`config.mk`:
```
export PLATFORM = sky130hd
export DESIGN_NAME = i2c_register_access_sequencer_unit
export DESIGN_NICKNAME = d
export VERILOG_FILES = /design/src/rtl/irasu_pkg.sv /design/src/rtl/i2c_register_access_sequencer_unit.sv /design/src/rtl/irasu_core.sv
export SDC_FILE = /design/constraint.sdc
export NUM_CORES = 1
export LEC_CHECK = 0
export BUFFER_PORTS_ARGS = -buffer_cell sky130_fd_sc_hd__buf_2
export CAP_MARGIN = 10
export CORE_MARGIN = 2
export CORE_UTILIZATION = 39
export DETAILED_ROUTE_END_ITERATION = 10
export GPL_ROUTABILITY_DRIVEN = 0
export PLACE_DENSITY_LB_ADDON = 0.08
export REMOVE_ABC_BUFFERS = 1
export SLEW_MARGIN = 15
export SYNTH_ARGS = -nofsm -noshare
export SYNTH_HDL_FRONTEND = slang
export SYNTH_HIERARCHICAL = 1
export SYNTH_SLANG_ARGS = --single-unit
export TNS_END_PERCENT = 5
```
`constraint.sdc`:
```
create_clock -name i_clk -period 7.1 [get_ports i_clk]
set_clock_uncertainty 0.15 [all_clocks]
set_input_delay 1.065 -clock i_clk [delete_from_list [all_inputs] [get_ports i_clk]]
set_output_delay 1.065 -clock i_clk [all_outputs]
set_load 0.05 [all_outputs]
```
`src/rtl/irasu_pkg.sv`:
```
// shared types and constants for the i2c register access sequencer
package irasu_pkg;

    localparam int ENTRIES = 16;
    localparam int IDX_W   = 4;
    localparam int CNT_W   = 5;

    localparam int IN_DATA_W   = 56;
    localparam int IN_USER_W   = 2;
    localparam int OUT_DATA_W  = 24;
    localparam int OUT_USER_W  = 2;

    localparam logic [15:0] ADDR_HI_MASK = 16'hFF00;
    localparam logic [15:0] ADDR_LO_MASK = 16'h00FF;

    localparam logic [2:0] ST_START_SENT = 3'd0;
    localparam logic [2:0] ST_ADDR_ACKED = 3'd1;
    localparam logic [2:0] ST_BYTE_SENT  = 3'd2;
    localparam logic [2:0] ST_BYTE_RECV  = 3'd3;
    localparam logic [2:0] ST_STOP_IDLE  = 3'd4;

    typedef enum logic [1:0] {
        KIND_LOAD     = 2'd0,
        KIND_START    = 2'd1,
        KIND_EVENT    = 2'd2,
        KIND_READBACK = 2'd3
    } t_kind;

    typedef enum logic [1:0] {
        ACT_NONE  = 2'd0,
        ACT_START = 2'd1,
        ACT_TX    = 2'd2,
        ACT_STOP  = 2'd3
    } t_action;

    typedef enum logic [2:0] {
        PH_IDLE       = 3'd0,
        PH_WAIT_START = 3'd1,
        PH_WAIT_ACK   = 3'd2,
        PH_WAIT_SENT  = 3'd3,
        PH_WAIT_RECV  = 3'd4,
        PH_WAIT_STOP  = 3'd5,
        PH_RESTART    = 3'd6
    } t_phase;

    typedef struct packed {
        t_kind             kind;
        logic [IDX_W-1:0]  entry_index;
        logic [7:0]        device_address;
        logic [15:0]       memory_address;
        logic [7:0]        write_byte;
        logic [CNT_W-1:0]  run_length;
        logic              read_run;
        logic [2:0]        bus_status;
        logic [7:0]        received_byte;
    } t_item;

    typedef struct packed {
        t_action     action;
        logic [7:0]  tx_byte;
        logic [7:0]  entry_data;
        logic        busy_res;
    } t_result;

endpackage

```
`src/rtl/i2c_register_access_sequencer_unit.sv`:
```
// top level: stream ports, input word register, result register
// an accepted input word is held in the input word register, and its result word in the result register
// throughput: one word per cycle while the output is not stalled, set by the per-word step of the sequencer state
// a result word waiting on the output holds the input word and stops the input side
// reset clears the sequencer state and the address width register
// entry tables are not reset and hold undefined values until loaded
module i2c_register_access_sequencer_unit (
    input  logic                              i_clk,
    input  logic                              i_rst_n,
    input  logic                              i_cfg_we,
    input  logic                              i_cfg_wdata,
    input  logic                              s_axis_tvalid,
    output logic                              s_axis_tready,
    // entry_index, device_address, memory_address, write_byte, run_length,
    // read_run, bus_status, received_byte, zero fill
    input  logic [irasu_pkg::IN_DATA_W-1:0]   s_axis_tdata,
    // kind
    input  logic [irasu_pkg::IN_USER_W-1:0]   s_axis_tuser,
    output logic                              m_axis_tvalid,
    input  logic                              m_axis_tready,
    // tx_byte, entry_data, busy_res, zero fill
    output logic [irasu_pkg::OUT_DATA_W-1:0]  m_axis_tdata,
    // action
    output logic [irasu_pkg::OUT_USER_W-1:0]  m_axis_tuser
);

    logic                 r_in_vld;
    irasu_pkg::t_item     r_item;
    logic                 r_out_vld;
    irasu_pkg::t_result   r_out;
    irasu_pkg::t_result   w_res;
    logic                 w_adv;
    logic                 w_acc;

    assign w_adv         = r_in_vld && (!r_out_vld || m_axis_tready);
    assign s_axis_tready = !r_in_vld || w_adv;
    assign w_acc         = s_axis_tvalid && s_axis_tready;

    irasu_core u_core (
        .i_clk       (i_clk),
        .i_rst_n     (i_rst_n),
        .i_cfg_we    (i_cfg_we),
        .i_cfg_wdata (i_cfg_wdata),
        .i_step      (w_adv),
        .i_item      (r_item),
        .o_result    (w_res)
    );

    always_ff @(posedge i_clk) begin
        if (!i_rst_n) begin
            r_in_vld  <= 1'b0;
            r_out_vld <= 1'b0;
        end else begin
            if (w_acc) begin
                r_in_vld <= 1'b1;
            end else if (w_adv) begin
                r_in_vld <= 1'b0;
            end
            if (w_adv) begin
                r_out_vld <= 1'b1;
            end else if (m_axis_tready) begin
                r_out_vld <= 1'b0;
            end
        end
    end

    always_ff @(posedge i_clk) begin
        if (w_acc) begin
            r_item.kind           <= irasu_pkg::t_kind'(s_axis_tuser[1:0]);
            r_item.entry_index    <= s_axis_tdata[3:0];
            r_item.device_address <= s_axis_tdata[11:4];
            r_item.memory_address <= s_axis_tdata[27:12];
            r_item.write_byte     <= s_axis_tdata[35:28];
            r_item.run_length     <= s_axis_tdata[40:36];
            r_item.read_run       <= s_axis_tdata[41];
            r_item.bus_status     <= s_axis_tdata[44:42];
            r_item.received_byte  <= s_axis_tdata[52:45];
        end
        if (w_adv) begin
            r_out <= w_res;
        end
    end

    assign m_axis_tvalid = r_out_vld;
    assign m_axis_tdata  = {7'b0, r_out.busy_res, r_out.entry_data, r_out.tx_byte};
    assign m_axis_tuser  = r_out.action;

endmodule

```
`src/rtl/irasu_core.sv`:
```
// sequencer state, entry tables and per-word step logic
module irasu_core (
    input  logic              i_clk,
    input  logic              i_rst_n,
    input  logic              i_cfg_we,
    input  logic              i_cfg_wdata,
    input  logic              i_step,
    input  irasu_pkg::t_item  i_item,
    output irasu_pkg::t_result o_result
);

    logic                          r_two_byte;
    irasu_pkg::t_phase             r_phase, n_phase;
    logic                          r_busy, n_busy;
    logic                          r_read_mode, n_read_mode;
    logic                          r_addr_done, n_addr_done;
    logic                          r_data_done, n_data_done;
    logic [irasu_pkg::CNT_W-1:0]   r_cur, n_cur;
    logic [irasu_pkg::CNT_W-1:0]   r_len, n_len;

    logic [7:0]  r_dev_tbl  [irasu_pkg::ENTRIES];
    logic [15:0] r_addr_tbl [irasu_pkg::ENTRIES];
    logic [7:0]  r_data_tbl [irasu_pkg::ENTRIES];

    logic [irasu_pkg::IDX_W-1:0]   w_e;
    logic [irasu_pkg::IDX_W-1:0]   w_rd_idx;
    logic [7:0]                    w_dev;
    logic [15:0]                   w_addr;
    logic [7:0]                    w_data_rd;
    logic [irasu_pkg::CNT_W-1:0]   w_len_sat;
    logic                          w_start_ok;
    logic                          w_load;
    logic                          w_rx_wr;
    logic [irasu_pkg::ENTRIES-1:0] w_clr;
    logic [irasu_pkg::CNT_W-1:0]   w_cur_inc;
    logic                          w_ev;
    irasu_pkg::t_action            w_act;
    logic [7:0]                    w_tx;
    logic [7:0]                    w_rd;

    assign w_e = (r_cur < irasu_pkg::CNT_W'(irasu_pkg::ENTRIES))
               ? r_cur[irasu_pkg::IDX_W-1:0] : '0;
    assign w_rd_idx  = (i_item.kind == irasu_pkg::KIND_READBACK) ? i_item.entry_index : w_e;
    assign w_dev     = r_dev_tbl[w_e];
    assign w_addr    = r_addr_tbl[w_e];
    assign w_data_rd = r_data_tbl[w_rd_idx];
    assign w_cur_inc = r_cur + 1'b1;
    assign w_ev      = (i_item.kind == irasu_pkg::KIND_EVENT) && r_busy;

    assign w_len_sat = (i_item.run_length > irasu_pkg::CNT_W'(irasu_pkg::ENTRIES))
                     ? irasu_pkg::CNT_W'(irasu_pkg::ENTRIES) : i_item.run_length;
    assign w_start_ok = (i_item.kind == irasu_pkg::KIND_START) && !r_busy
                     && (i_item.run_length != '0);
    assign w_load     = i_step && (i_item.kind == irasu_pkg::KIND_LOAD) && !r_busy;
    assign w_rx_wr    = i_step && w_ev && (r_phase == irasu_pkg::PH_WAIT_RECV)
                     && (i_item.bus_status == irasu_pkg::ST_BYTE_RECV);

    always_comb begin
        for (int i = 0; i < irasu_pkg::ENTRIES; i++) begin
            w_clr[i] = i_step && w_start_ok && i_item.read_run
                    && (irasu_pkg::CNT_W'(i) < w_len_sat);
        end
    end

    // next state
    always_comb begin
        n_phase     = r_phase;
        n_busy      = r_busy;
        n_read_mode = r_read_mode;
        n_addr_done = r_addr_done;
        n_data_done = r_data_done;
        n_cur       = r_cur;
        n_len       = r_len;
        if (w_start_ok) begin
            n_read_mode = i_item.read_run;
            n_busy      = 1'b1;
            n_addr_done = 1'b0;
            n_data_done = 1'b0;
            n_cur       = '0;
            n_len       = w_len_sat;
            n_phase     = irasu_pkg::PH_WAIT_START;
        end else if (w_ev) begin
            unique case (r_phase)
                irasu_pkg::PH_WAIT_START: begin
                    if (i_item.bus_status == irasu_pkg::ST_START_SENT) begin
                        n_phase = (r_read_mode && r_addr_done)
                                ? irasu_pkg::PH_WAIT_RECV : irasu_pkg::PH_WAIT_ACK;
                    end
                end
                irasu_pkg::PH_WAIT_ACK: begin
                    if (i_item.bus_status == irasu_pkg::ST_ADDR_ACKED) begin
                        if (!r_two_byte) begin
                            n_addr_done = 1'b1;
                        end
                        n_phase = irasu_pkg::PH_WAIT_SENT;
                    end
                end
                irasu_pkg::PH_WAIT_SENT: begin
                    if (i_item.bus_status == irasu_pkg::ST_BYTE_SENT) begin
                        priority if (r_two_byte && !r_addr_done) begin
                            n_addr_done = 1'b1;
                        end else if (r_read_mode) begin
                            n_phase = irasu_pkg::PH_WAIT_START;
                        end else if (!r_data_done) begin
                            n_data_done = 1'b1;
                        end else begin
                            n_cur       = w_cur_inc;
                            n_addr_done = 1'b0;
                            n_data_done = 1'b0;
                            if (w_cur_inc < r_len) begin
                                n_phase = irasu_pkg::PH_WAIT_STOP;
                            end else begin
                                n_busy      = 1'b0;
                                n_read_mode = 1'b0;
                                n_phase     = irasu_pkg::PH_IDLE;
                            end
                        end
                    end
                end
                irasu_pkg::PH_WAIT_RECV: begin
                    if (i_item.bus_status == irasu_pkg::ST_BYTE_RECV) begin
                        n_cur       = w_cur_inc;
                        n_addr_done = 1'b0;
                        n_data_done = 1'b0;
                        if (w_cur_inc < r_len) begin
                            n_phase = irasu_pkg::PH_WAIT_STOP;
                        end else begin
                            n_busy      = 1'b0;
                            n_read_mode = 1'b0;
                            n_phase     = irasu_pkg::PH_IDLE;
                        end
                    end
                end
                irasu_pkg::PH_WAIT_STOP: begin
                    if (i_item.bus_status == irasu_pkg::ST_STOP_IDLE) begin
                        n_phase = irasu_pkg::PH_RESTART;
                    end
                end
                irasu_pkg::PH_RESTART: begin
                    if (i_item.bus_status == irasu_pkg::ST_STOP_IDLE) begin
                        n_phase = irasu_pkg::PH_WAIT_START;
                    end
                end
                default: begin
                    n_phase = r_phase;
                end
            endcase
        end
    end

    // outputs
    always_comb begin
        w_act = irasu_pkg::ACT_NONE;
        w_tx  = '0;
        w_rd  = '0;
        if (i_item.kind == irasu_pkg::KIND_READBACK) begin
            w_rd = w_data_rd;
        end
        if (w_start_ok) begin
            w_act = irasu_pkg::ACT_START;
        end else if (w_ev) begin
            unique case (r_phase)
                irasu_pkg::PH_WAIT_START: begin
                    if (i_item.bus_status == irasu_pkg::ST_START_SENT) begin
                        w_act = irasu_pkg::ACT_TX;
                        w_tx  = (r_read_mode && r_addr_done) ? {w_dev[7:1], 1'b1} : w_dev;
                    end
                end
                irasu_pkg::PH_WAIT_ACK: begin
                    if (i_item.bus_status == irasu_pkg::ST_ADDR_ACKED) begin
                        w_act = irasu_pkg::ACT_TX;
                        w_tx  = r_two_byte ? 8'((w_addr & irasu_pkg::ADDR_HI_MASK) >> 8)
                                           : 8'(w_addr & irasu_pkg::ADDR_LO_MASK);
                    end
                end
                irasu_pkg::PH_WAIT_SENT: begin
                    if (i_item.bus_status == irasu_pkg::ST_BYTE_SENT) begin
                        priority if (r_two_byte && !r_addr_done) begin
                            w_act = irasu_pkg::ACT_TX;
                            w_tx  = 8'(w_addr & irasu_pkg::ADDR_LO_MASK);
                        end else if (r_read_mode) begin
                            w_act = irasu_pkg::ACT_START;
                        end else if (!r_data_done) begin
                            w_act = irasu_pkg::ACT_TX;
                            w_tx  = w_data_rd;
                        end else begin
                            w_act = irasu_pkg::ACT_STOP;
                        end
                    end
                end
                irasu_pkg::PH_WAIT_RECV: begin
                    if (i_item.bus_status == irasu_pkg::ST_BYTE_RECV) begin
                        w_act = irasu_pkg::ACT_STOP;
                    end
                end
                irasu_pkg::PH_RESTART: begin
                    if (i_item.bus_status == irasu_pkg::ST_STOP_IDLE) begin
                        w_act = irasu_pkg::ACT_START;
                    end
                end
                default: begin
                    w_act = irasu_pkg::ACT_NONE;
                end
            endcase
        end
    end

    assign o_result.action     = w_act;
    assign o_result.tx_byte    = w_tx;
    assign o_result.entry_data = w_rd;
    assign o_result.busy_res   = n_busy;

    always_ff @(posedge i_clk) begin
        if (!i_rst_n) begin
            r_two_byte  <= 1'b0;
            r_phase     <= irasu_pkg::PH_IDLE;
            r_busy      <= 1'b0;
            r_read_mode <= 1'b0;
            r_addr_done <= 1'b0;
            r_data_done <= 1'b0;
            r_cur       <= '0;
            r_len       <= '0;
        end else begin
            if (i_cfg_we) begin
                r_two_byte <= i_cfg_wdata;
            end
            if (i_step) begin
                r_phase     <= n_phase;
                r_busy      <= n_busy;
                r_read_mode <= n_read_mode;
                r_addr_done <= n_addr_done;
                r_data_done <= n_data_done;
                r_cur       <= n_cur;
                r_len       <= n_len;
            end
        end
    end

    // entry tables, no reset
    always_ff @(posedge i_clk) begin
        if (w_load) begin
            r_dev_tbl[i_item.entry_index]  <= i_item.device_address;
            r_addr_tbl[i_item.entry_index] <= i_item.memory_address;
        end
        for (int i = 0; i < irasu_pkg::ENTRIES; i++) begin
            if (w_clr[i]) begin
                r_data_tbl[i] <= '0;
            end else if (w_load && (i_item.entry_index == irasu_pkg::IDX_W'(i))) begin
                r_data_tbl[i] <= i_item.write_byte;
            end else if (w_rx_wr && (w_e == irasu_pkg::IDX_W'(i))) begin
                r_data_tbl[i] <= i_item.received_byte;
            end
        end
    end

    a_busy_phase: assert property (@(posedge i_clk) disable iff (!i_rst_n)
        r_busy == (r_phase != irasu_pkg::PH_IDLE))
        else $error("busy flag and phase disagree");

    a_cur_in_run: assert property (@(posedge i_clk) disable iff (!i_rst_n)
        r_busy |-> (r_cur < r_len))
        else $error("current entry past end of run while busy");

    a_len_bound: assert property (@(posedge i_clk) disable iff (!i_rst_n)
        r_len <= irasu_pkg::CNT_W'(irasu_pkg::ENTRIES))
        else $error("run length above table size");

    a_start_busy: assert property (@(posedge i_clk) disable iff (!i_rst_n)
        (i_step && (o_result.action == irasu_pkg::ACT_START)) |=> r_busy)
        else $error("start issued without a run in progress");

    a_data_write_only: assert property (@(posedge i_clk) disable iff (!i_rst_n)
        r_data_done |-> !r_read_mode)
        else $error("data byte sent during a read run");

endmodule
```
* Word level (Yosys, flattened, before mapping) *
Memories as Yosys holds them, arrays and structs flattened.
Cells that the tools add are included.

cells by class
  add/sub/neg operators = 1
  $lt $le $gt $ge = 19
  equality and inequality tests = 57
  muxes and demuxes = 260
  bitwise gates (word level) = 33
  reductions and logical operators = 86

operators with widths
  cell                number
  $mux 8              39
  $mux 1              184
  $eq 4x4->1 const B  16
  $logic_and 1x1->1   62
  $lt 4x5->1 const A  8
  $mux 5              8
  $mux 3              13
  $eq 4x3->1 const B  8
  $or 1x1->1          32
  $pmux 8 s3          1
  $lt 3x5->1 const A  4
  $ne 3x1->1 const B  6
  $pmux 3 s6          1
  $eq 4x2->1 const B  4
  $reduce_and 7->1    2
  $eq 3x2->1 const B  4
  $eq 3x3->1 const B  4
  $mux 2              6
  $reduce_and 11->1   1
  $lt 1x5->1 const A  2
  $lt 2x5->1 const A  2
  $pmux 2 s5          1
  $pmux 5 s2          1
  $ne 3x2->1 const B  3
  other kinds (29)    44

word-level totals
  register bits = 94
  memory bits (writable) = 512
  input bits = 64
  output and inout port bits = 28
  logic and storage cells = 483
  memories kept = 3

memory list
  memory             depth  width  rd ports  clocked after memory_dff  write ports  RTL line          text
  u_core.r_addr_tbl  16     16     1         0                         1            irasu_core.sv:22  logic [15:0] r_addr_tbl [irasu_pkg::ENTRIES];
  u_core.r_data_tbl  16     8      1         0                         16           irasu_core.sv:23  logic [7:0] r_data_tbl [irasu_pkg::ENTRIES];
  u_core.r_dev_tbl   16     8      1         0                         1            irasu_core.sv:21  logic [7:0] r_dev_tbl [irasu_pkg::ENTRIES];

* Depth between registers and ports, before layout *
Gate-level depths: netlist of the first run.

  depth after elaboration = 12
  mapped depth = 14
  mapped depth without buffers = 9

* By module *
Netlist of the first run, hierarchy kept.

by module, submodules not included
  module                              instances  cells each  area each (µm²)  seq. area each (µm²)
  irasu_core                          1          1,638       23,643.9         15,735.1
  i2c_register_access_sequencer_unit  1          91          2,382.3          2,262.2

* Worst setup path after synthesis of the first run *
Ideal clock, no wire load.

  path kind = input -> register
  from = input port m_axis_tready
  to = memory u_core.r_data_tbl[12][0] (enable)
  library setup time = 0.384 ns
  arrival = 4.699 ns
  required time = 6.566 ns
  path slack = 1.867 ns
  stages on the path = 9
  path buffers = 1
  cells stage by stage = nor2b_4 nor2b_1 nand2b_1 nor4_1 nand2b_1 clkbuf_1 nor2_1 nor2_1 o21ai_0

RTL lines
  item             RTL line                                  text
  start, declared  i2c_register_access_sequencer_unit.sv:20  input logic m_axis_tready,
  end, declared    irasu_core.sv:23

==> results of run 1 <==
[cell usage in the layout (no fill, tap or decap), types with 7 or more instances in the layout]
cell       synthesis  routed
nand3_1           14      14
o22ai_1           68      68
a22oi_1           13      13
buf_2             33      81
nor2_4             0      13
dfxtp_1           20      17
a211oi_1          20      20
a2111oi_0          9       9
and2_1             9       9
a2bb2oi_1         11      11
clkinv_1           0       9
a22o_1           156     156
mux2_2            10      10
a222oi_1          13      13
nor3_1            11      10
conb_1             1       7
edfxtp_1         586     586
clkinv_2           0      19
or3_1              8       8
o21ai_0           39      37
buf_4             19      52
mux2i_1          164     164
clkbuf_1          49      14
mux4_2             9       9
nor2b_1           24      22
nand2b_1          21      20
inv_1             12      12
nand2_1           54      54
a21oi_1           96      95
clkbuf_16          0      70
nor2_1           101      88
[synth_stat cells, types with 8 or more instances]
cell | n | share of area, %
edfxtp_1 | 586 | 68
mux2i_1 | 164 | 6.3
a22o_1 | 156 | 5.2
nor2_1 | 101 | 1.5
a21oi_1 | 96 | 1.8
o22ai_1 | 68 | 1.6
nand2_1 | 54 | 0.78
clkbuf_1 | 49 | 0.71
o21ai_0 | 39 | 0.75
buf_2 | 33 | 0.63
buf_1 | 26 | 0.37
nor2b_1 | 24 | 0.58
nand2b_1 | 21 | 0.50
a211oi_1 | 20 | 0.58
dfxtp_1 | 20 | 1.5
buf_4 | 19 | 0.55
nand3_1 | 14 | 0.27
a222oi_1 | 13 | 0.50
a22oi_1 | 13 | 0.37
inv_1 | 12 | 0.17
a2bb2oi_1 | 11 | 0.37
nor3_1 | 11 | 0.21
mux2_2 | 10 | 0.43
a2111oi_0 | 9 | 0.30
and2_1 | 9 | 0.22
mux4_2 | 9 | 0.78
buf_6 | 8 | 0.35
nor3_2 | 8 | 0.31
or3_1 | 8 | 0.19
[kinds of logic after synthesis]
logic type                 count (synthesis)  synth area share (%)
DFF                                      606                  69.2
muxes                                    191                  8.27
other                                      1                0.0144
adders and majority gates                  5                 0.240
buffers and inverters                    151                  2.95
xor gates and xnor gates                   3                 0.101
and+or+nand+nor                          288                  5.66
AOI/OAI and AO/OA                        484                  13.6
[registers in the layout, indices dropped and copies added (netlist names), 2 cells and up]
signal	flops
m_axis_tdata	17
m_axis_tuser	2
r_item	55
u_core/r_addr_tbl	256
u_core/r_cur	5
u_core/r_data_tbl	128
u_core/r_dev_tbl	128
u_core/r_len	5
u_core/r_phase	3
[layout make-up]
cell class / count / area (sq um) / area share, %
clock inverter: 36 / 236 / 0.802
clock buffer: 85 / 1820 / 6.17
sequential: 606 / 18000 / 61.1
tap: 864 / 1080 / 3.67
timing repair buffer: 135 / 843 / 2.86
antenna: 1 / 2.50 / 0.00849
multi-input combinational: 978 / 7440 / 25.2
inverter: 13 / 48.8 / 0.166
[path summary, 6_finish.rpt]
path | start | endpoint | slack, ns | cells past startpoint
max | u_core/r_cur[2] | u_core/r_data_tbl[14][3] | 2.92 | 8
min | u_core/r_len[0] | u_core/r_len[0] | 0.37 | 2
max reg2reg | u_core/r_cur[2] | u_core/r_data_tbl[14][3] | 2.92 | 8
min reg2reg | u_core/r_len[0] | u_core/r_len[0] | 0.37 | 2
[routing by layer]
metal  vias to the layer above  GRT usage [%]
met2                       574           35.2
met5                         -              0
met3                       105           3.62
met4                         0           6.60
li1                       7051              -
met1                      8257           31.6
[per-stage QoR]
stage / setup slack [ns] / hold slack, ns / utilization (%) / power, uW
global route: 2.80 / 0.404 / 44.8 / 7760
detailed placement: 2.80 / 0.350 / 41.6 / 4320
floorplan: 0.430 / 0.327 / - / 4200
CTS: 2.87 / 0.365 / 44.8 / 7590
finish: 2.92 / 0.367 / 44.8 / 7510
global placement: 2.74 / 0.346 / 41.6 / 4310
[worst reg2reg max path: stages (launching register included)]
cell and delay [ns]:
dfxtp_1 0.89, inv_1 0.51, nor3_2 0.25, buf_4 0.44, nand2_1 0.28, nor3_2 0.66, nor2_1 0.07, o21ai_0 0.36
buf_4 0.29
[power groups by stage]
stage               Clock, uW  Sequential [uW]  Combinational (uW)
CTS                      3350             4050                 192
floorplan                   0             4110                98.3
global placement            0             4130                 187
global route             3500             4060                 203
detailed placement          0             4130                 191
finish                   3270             4050                 191
==> flow_summary_export.csv, run 1 <==
group,metric,value,unit
floorplanning,fp-row-count,94,
clocking,htreeDepth,3,
synthesis,yosysUniqueCellTypes,82,
clocking,cts_made_buffers,68,
outcome,outcome,"finished, final reports clean",
final_layout,area_delta_synth_final,13.3,%
place,placed_area,27400,sq um
synthesis,avgSynthCellArea,15.1,sq um
clocking,cts_setup_buffers,0,
clocking,cts.clk_slew.worst_paths,0.06,ns
setup_path,required,7.25,ns
final_layout,layout-drive-gt1-share,16.5,%
timing,rsz0062_at_grt,"false",
drt,wl_met2,36100,um
setup_path,crit_buf_inv,3,
power_and_ir_drop,ir_drop,0.000140,V
drt,wl_met3,5100,um
power_and_ir_drop,power_density,255,nW/um^2
floorplanning,die_area,68800,sq um
final_layout,nets,1871,
power_and_ir_drop,intPower,5890,uW
hold_path,hold_class,"flip-flop to flip-flop",
setup_path,path_max_fanout,23,
global_route,grt_usage,22.2,%
floorplanning,core-area,65900,sq um
timing,drv_slew,0,
timing,relSlewSlack,25.7,%
floorplanning,num_io_pins,92,
power_and_ir_drop,leakage,0.00960,uW
floorplanning,fp.dieW,262,um
floorplanning,dieHeight,262,um
drt,wl_met1,34200,um
power_and_ir_drop,p_switching,1630,uW
clocking,cts_tree,"done",
global_route,grt_max_degree,97,
drt,via_per_inst,5.88,
clocking,clock-sinks,606,
global_route,antenna_found_initial,1,
synthesis,ys.flop_type,"edfxtp_1",
global_route,grt_pass1_vias,16000,
place,portBuffers,81,
setup_path,crit_family,"simple AND/OR/NAND/NOR gates",
drt,firstDrtPassIters,5,
setup_path,crit_chain,"inv_1, nor3_2, buf_4, nand2_1, nor3_2, nor2_1, o21ai_0, buf_4",
place,dp.cells,2596,
synthesis,yosysSeqAreaShare,69.2,%
synthesis,netlist_area,26000,sq um
clocking,cts_hold_buf,0,
final_layout,final_cells,2718,
floorplanning,initial_utilization,39.5,%
synthesis,ys_seq_elements,606,
drt,routed.top_layer,"met4",
synthesis,postSynthCellCount,1729,
power_and_ir_drop,sequentialPowerShare,53.9,%
setup_path,crit_arrival,4.33,ns
timing,timing.final.crit_period,4.18,ns
setup_path,max_stage_delay,0.89,ns
synthesis,synth_edf_count,586,
synthesis,synthArstFlopShare,0,%
setup_path,crit_type,"flip-flop to flip-flop",
clocking,clk-insertion-delay-late,0.61,ns
final_layout,nFillCells,5929,
setup_path,end_kind,"flip-flop",
global_route,grt_pass1_wl,112000,um
timing,hold_viol_final,0,
power_and_ir_drop,power_frac_clock,43.5,%
timing,setup_viol,0,
clocking,clockRootBuffer,"clkbuf_16",
flow_run,maxCapViolCount,0,
setup_path,cp-start-kind,"flip-flop",
clocking,cts_buffer_depth,3,
timing,tightest_slew,1.11,ns
drt,drt_iter0_markers,1525,
setup_path,cp_slowest_cell,"dfxtp_1",
drt,wl,77200,um
final_layout,final_cell_area,29500,sq um
drt,routedWlPerCell,28.4,um
synthesis,synth_warnings,6,
clocking,cts_resized,0,
power_and_ir_drop,p_comb_share,2.5,%
timing,fin_crit_sh,58.8,%
drt,drt_drc_violations_left,0,
drt,vias,16000,
power_and_ir_drop,swShare,21.7,%
timing,max_freq,239,MHz
global_route,gr-total-overflow,0,
timing,setup_tns,0,ns
drt,ant_nets,0,
place,place_hpwl,45800,um
Power figures use the tool's default switching activity.
==> inputs of run 2 (changes only) <==
==> constraint.sdc (replaced) <==
create_clock -name i_clk -period 3.7 [get_ports i_clk]
set_clock_uncertainty 0.15 [all_clocks]
set_input_delay 0.555 -clock i_clk [delete_from_list [all_inputs] [get_ports i_clk]]
set_output_delay 0.555 -clock i_clk [all_outputs]
set_load 0.05 [all_outputs]
==> flow_summary_export.csv, run 2 (synthesis results as in run 1) <==
group,metric,value,unit
place,portBuffers,81,
clocking,clockRootBuffer,"clkbuf_16",
final_layout,reg.largest.list,"u_core/r_addr_tbl (256), u_core/r_data_tbl (128), u_core/r_dev_tbl (128)",
final_layout,fin_util,46.9,%
power_and_ir_drop,power_density,475,nW/um^2
timing,setup_ws,0.259,ns
final_layout,nFillCells,5831,
drt,ant_nets,0,
clocking,cts_setup_buffers,0,
final_layout,layout-drive-gt1-share,19.0,%
setup_path,crit_arrival,3.60,ns
clocking,clk-insertion-delay-late,0.62,ns
drt,vias,16500,
final_layout,largest-register,"u_core/r_addr_tbl",
hold_path,hp-start,"i_cfg_wdata",
hold_path,hold_class,"input pin to flip-flop",
power_and_ir_drop,leakage,0.0103,uW
final_layout,antenna_cells,0,
floorplanning,die_area,68800,sq um
setup_path,required,3.86,ns
setup_path,crit_type,"flip-flop to flip-flop",
timing,hold_ws,0.0713,ns
global_route,antenna_found_initial,3,
setup_path,cp_slowest_cell,"mux2i_4",
setup_path,crit_path_frequent_cell,"mux2i_1",
timing,timing.final.crit_period,3.44,ns
timing,max_freq,291,MHz
drt,via_per_inst,5.77,
drt,drt_iter0_markers,1645,
floorplanning,initial_utilization,39.5,%
global_route,grt_pass1_wl,113000,um
floorplanning,fp.dieW,262,um
clocking,cts_tree,"done",
drt,routedWlPerCell,27.5,um
final_layout,largest_register_ffs,256,
flow_run,maxCapViolCount,0,
timing,relSlewSlack,35.5,%
setup_path,crit_start,"r_item[53]",
timing,tightest_slew,0.968,ns
timing,rsz0062_at_grt,"false",
floorplanning,num_io_pins,92,
clocking,cts_resized,0,
global_route,gr-total-overflow,0,
setup_path,max_stage_delay,0.66,ns
place,place_hpwl,47900,um
global_route,grt_pass1_vias,16300,
setup_path,timing.rr.start,"r_item[53]",
timing,hold_viol_final,0,
final_layout,seqCellArea,18000,sq um
timing,setup_viol,0,
outcome,outcome,"finished, final reports clean",
setup_path,path_max_fanout,16,
global_route,grt_usage,22.5,%
place,pre_cts_slack,0.259,ns
drt,firstDrtPassIters,9,
final_layout,multi_input_area,7440,sq um
timing,drv_slew,0,
final_layout,area_delta_synth_final,18.7,%
final_layout,final_cell_area,30900,sq um
drt,wl,78400,um
final_layout,nets,2005,
setup_path,crit_chain,"nand2_4, mux2i_4, buf_4, mux4_2, mux2i_1, mux2i_1, nand2_1, o211ai_1",
setup_path,cp-start-kind,"flip-flop",
clocking,cts.clk_slew.worst_paths,0.06,ns
clocking,clock-sinks,606,
floorplanning,dieHeight,262,um
place,placed_area,28200,sq um
clocking,cts_made_buffers,68,
final_layout,final_cell_mix,"edfxtp_1 (586), mux2i_1 (164), a22o_1 (156), buf_4 (114), a21oi_1 (95)",
final_layout,layout_commonest_cell,"edfxtp_1",
global_route,grt_max_degree,56,
setup_path,end_kind,"flip-flop",
floorplanning,core-area,65900,sq um
drt,drt_drc_violations_left,0,
clocking,htreeDepth,3,
clocking,cts_buffer_depth,3,
floorplanning,fp-row-count,94,
power_and_ir_drop,ir_drop,0.000283,V
timing,fin_crit_sh,93.0,%
run 2: cell count changes in the layout (fill, tap and decap cells not counted), sizes merged:
cell | previous run | this run
buf | 135 | 214
dlygate4sd3 | 0 | 55
clkinv | 30 | 36
inv | 16 | 18
clkinvlp | 2 | 1
bufinv | 1 | 2
diode | 1 | 0
clkbuf | 85 | 78
run 2: where the power goes:
part	internal, uW	leakage, uW	switching [uW]
Combinational	170	0.00397	268
Sequential	7600	0.00527	172
Clock	3650	0.00104	2820
run 2: cell type report:
type                       instances  share of cell area [%]
inverter                          13                   0.158
sequential                       606                    58.3
clock inverter                    44                    1.04
multi-input combinational        978                    24.1
clock buffer                      78                    5.80
timing repair buffer             269                    7.10
tap                              864                    3.50
run 2: metal layers:
layer  vias up  global-route usage [%]  share of wire [%]
met5         -                       0              0.017
met4         2                    8.03                2.9
met3       116                    4.07                7.0
met2       611                    34.3                 45
met1      8398                    32.2                 45
li1       7331                       -                  -
run 2: path summary, 6_finish.rpt:
path / slack, ns / depth (start not counted) / endpoint
setup / recovery: 0.26 / 8 / m_axis_tdata[6]
hold / removal: 0.07 / 3 / u_core/r_two_byte
setup reg to reg: 0.26 / 8 / m_axis_tdata[6]
hold reg to reg: 0.37 / 2 / u_core/r_len[0]
run 2: through the flow:
| step | power (uW) | cells | setup TNS, ns |
|---|---|---|---|
| final | 14700 | 2852 | 0 |
| after global routing | 15100 | 2852 | 0 |
| after CTS | 14800 | 2852 | 0 |
| after detailed placement | 8310 | 2675 | 0 |
| after global placement | 8300 | 2675 | 0 |
| after floorplan | 8070 | 1597 | -765.53 |
run 2: repair_timing:
action | in CTS | in global routing
endpoints found under the hold margin | 55 | 0
hold buffers | 55 | 0
setup endpoints to repair | 0 | 0
run 2: critical path: cells and delay by family, from the launching register on:
family          cells  cell delay [ns]
mux                 4             1.59
flops               1             0.52
compound gates      1             0.09
simple gates        2             0.37
buf+inv             1             0.40
==> inputs of run 3 (changes only) <==
--- a/config.mk
+++ b/config.mk
@@ -5,10 +5,11 @@
 export SDC_FILE = /design/constraint.sdc
 export NUM_CORES = 1
 export LEC_CHECK = 0
+export ABC_CLOCK_PERIOD_IN_PS = 3700
 export BUFFER_PORTS_ARGS = -buffer_cell sky130_fd_sc_hd__buf_2
 export CAP_MARGIN = 10
-export CORE_MARGIN = 2
 export CORE_UTILIZATION = 39
+export CTS_CLUSTER_DIAMETER = 200
 export DETAILED_ROUTE_END_ITERATION = 10
 export GPL_ROUTABILITY_DRIVEN = 0
 export PLACE_DENSITY_LB_ADDON = 0.08
==> flow_summary_export.csv, run 3 (synthesis results as in run 1) <==
group,metric,value,unit
power_and_ir_drop,power_density,488,nW/um^2
floorplanning,core-area,65900,sq um
clocking,cts_resized,0,
setup_path,cp-start-kind,"flip-flop",
drt,wl,77800,um
setup_path,crit_type,"flip-flop to flip-flop",
clocking,clk-insertion-delay-late,0.62,ns
power_and_ir_drop,total_power,15100,uW
clocking,cts_made_buffers,70,
setup_path,required,3.89,ns
timing,max_freq,321,MHz
final_layout,final_cell_area,30900,sq um
drt,drt_drc_violations_left,0,
global_route,gr-total-overflow,0,
final_layout,reg.largest.list,"u_core/r_addr_tbl (256), u_core/r_data_tbl (128), u_core/r_dev_tbl (128)",
final_layout,antenna_cells,0,
hold_path,hp-start,"i_cfg_wdata",
final_layout,seqCellArea,18000,sq um
clocking,clockRootBuffer,"clkbuf_16",
final_layout,layout_commonest_cell,"edfxtp_1",
final_layout,final_cell_mix,"edfxtp_1 (586), mux2i_1 (164), a22o_1 (156), buf_4 (101), a21oi_1 (95)",
final_layout,largest_register_ffs,256,
setup_path,path_max_fanout,48,
global_route,grt_max_degree,56,
global_route,grt_usage,22.9,%
clocking,cts_tree,"done",
final_layout,multi_input_area,7440,sq um
clocking,cts.clk_slew.worst_paths,0.06,ns
final_layout,nets,1993,
drt,via_per_inst,5.77,
outcome,outcome,"finished, final reports clean",
floorplanning,fp-row-count,94,
drt,ant_nets,0,
timing,tightest_slew,0.923,ns
floorplanning,num_io_pins,92,
drt,firstDrtPassIters,6,
timing,setup_tns,0,ns
global_route,antenna_found_initial,0,
clocking,cts_setup_buffers,0,
floorplanning,initial_utilization,39.5,%
floorplanning,die_area,67800,sq um
clocking,cts_buffer_depth,3,
drt,drt_iter0_markers,1376,
final_layout,layout-drive-gt1-share,18.5,%
timing,hold_viol_final,0,
setup_path,crit_start,"u_core/r_cur[2]",
hold_path,hold_class,"input pin to flip-flop",
floorplanning,fp.dieW,260,um
timing,relSlewSlack,38.5,%
global_route,grt_pass1_wl,111000,um
final_layout,area_delta_synth_final,18.9,%
final_layout,nFillCells,5778,
flow_run,maxCapViolCount,0,
final_layout,largest-register,"u_core/r_addr_tbl",
floorplanning,dieHeight,260,um
timing,timing.final.crit_period,3.12,ns
place,placed_area,28100,sq um
drt,routedWlPerCell,27.3,um
timing,hold_ws,0.0632,ns
global_route,grt_pass1_vias,16000,
setup_path,timing.rr.start,"u_core/r_cur[2]",
place,portBuffers,81,
power_and_ir_drop,leakage,0.0103,uW
timing,setup_viol,0,
power_and_ir_drop,ir_drop,0.000256,V
final_layout,fin_util,47.0,%
timing,rsz0062_at_grt,"false",
timing,fin_crit_sh,84.3,%
setup_path,end_kind,"flip-flop",
drt,vias,16400,
setup_path,crit_arrival,3.31,ns
clocking,clock-sinks,606,
timing,drv_slew,0,
place,place_hpwl,47100,um
clocking,htreeDepth,3,
[run 3: critical path, cell delays in order (launching register included)]
cell and delay [ns]:
dfxtp_1 0.47, nor2b_1 0.50, mux2i_4 0.16, buf_12 0.24
mux2i_1 0.24, mux2i_1 0.22, mux2_2 0.36, a2bb2oi_1 0.18
buf_4 0.18, nand3_1 0.08
[run 3: area by class of cell]
type / instances / share of cell area (%)
inverter: 13 / 0.158
clock buffer: 91 / 6.05
timing repair buffer: 255 / 6.71
clock inverter: 38 / 1.34
multi-input combinational: 978 / 24.1
tap: 864 / 3.49
sequential: 606 / 58.2
[run 3: metrics by stage]
stage          setup WS [ns]  std cells
6_report               0.582       2845
5_1_grt                0.399       2845
4_1_cts                0.591       2845
3_5_place_dp           0.601       2661
3_3_place_gp           0.460       2661
2_1_floorplan          -2.97       1597
[run 3: path summary, 6_finish.rpt]
check | endpoint | slack (ns) | cells after the start
worst max register to register | m_axis_tdata[5] | 0.58 | 9
worst max-delay path | m_axis_tdata[5] | 0.58 | 9
worst min-delay path | u_core/r_two_byte | 0.06 | 3
worst min register to register | u_core/r_len[0] | 0.38 | 2
[run 3: timing repair]
item	4_1_cts	5_1_grt
hold endpoints to repair	55	0
hold buffers	55	0
setup endpoints to repair	0	0
[run 3: metal layers]
| metal | part of all wire (%) | up-vias | global-route usage [%] | routed length, um |
|---|---|---|---|---|
| li1 | - | 7316 | - | - |
| met1 | 44 | 8392 | 32.2 | 34300 |
| met2 | 47 | 598 | 36.5 | 36400 |
| met3 | 6.9 | 108 | 4.03 | 5390 |
| met4 | 2.1 | 0 | 6.53 | 1670 |
| met5 | 0 | - | 0 | 0 |
[run 3: power by group]
group,internal [uW],total [uW],switching (uW)
Clock,4090,6890,2800
Combinational,171,441,271
Sequential,7600,7770,167
Total,11900,15100,3240
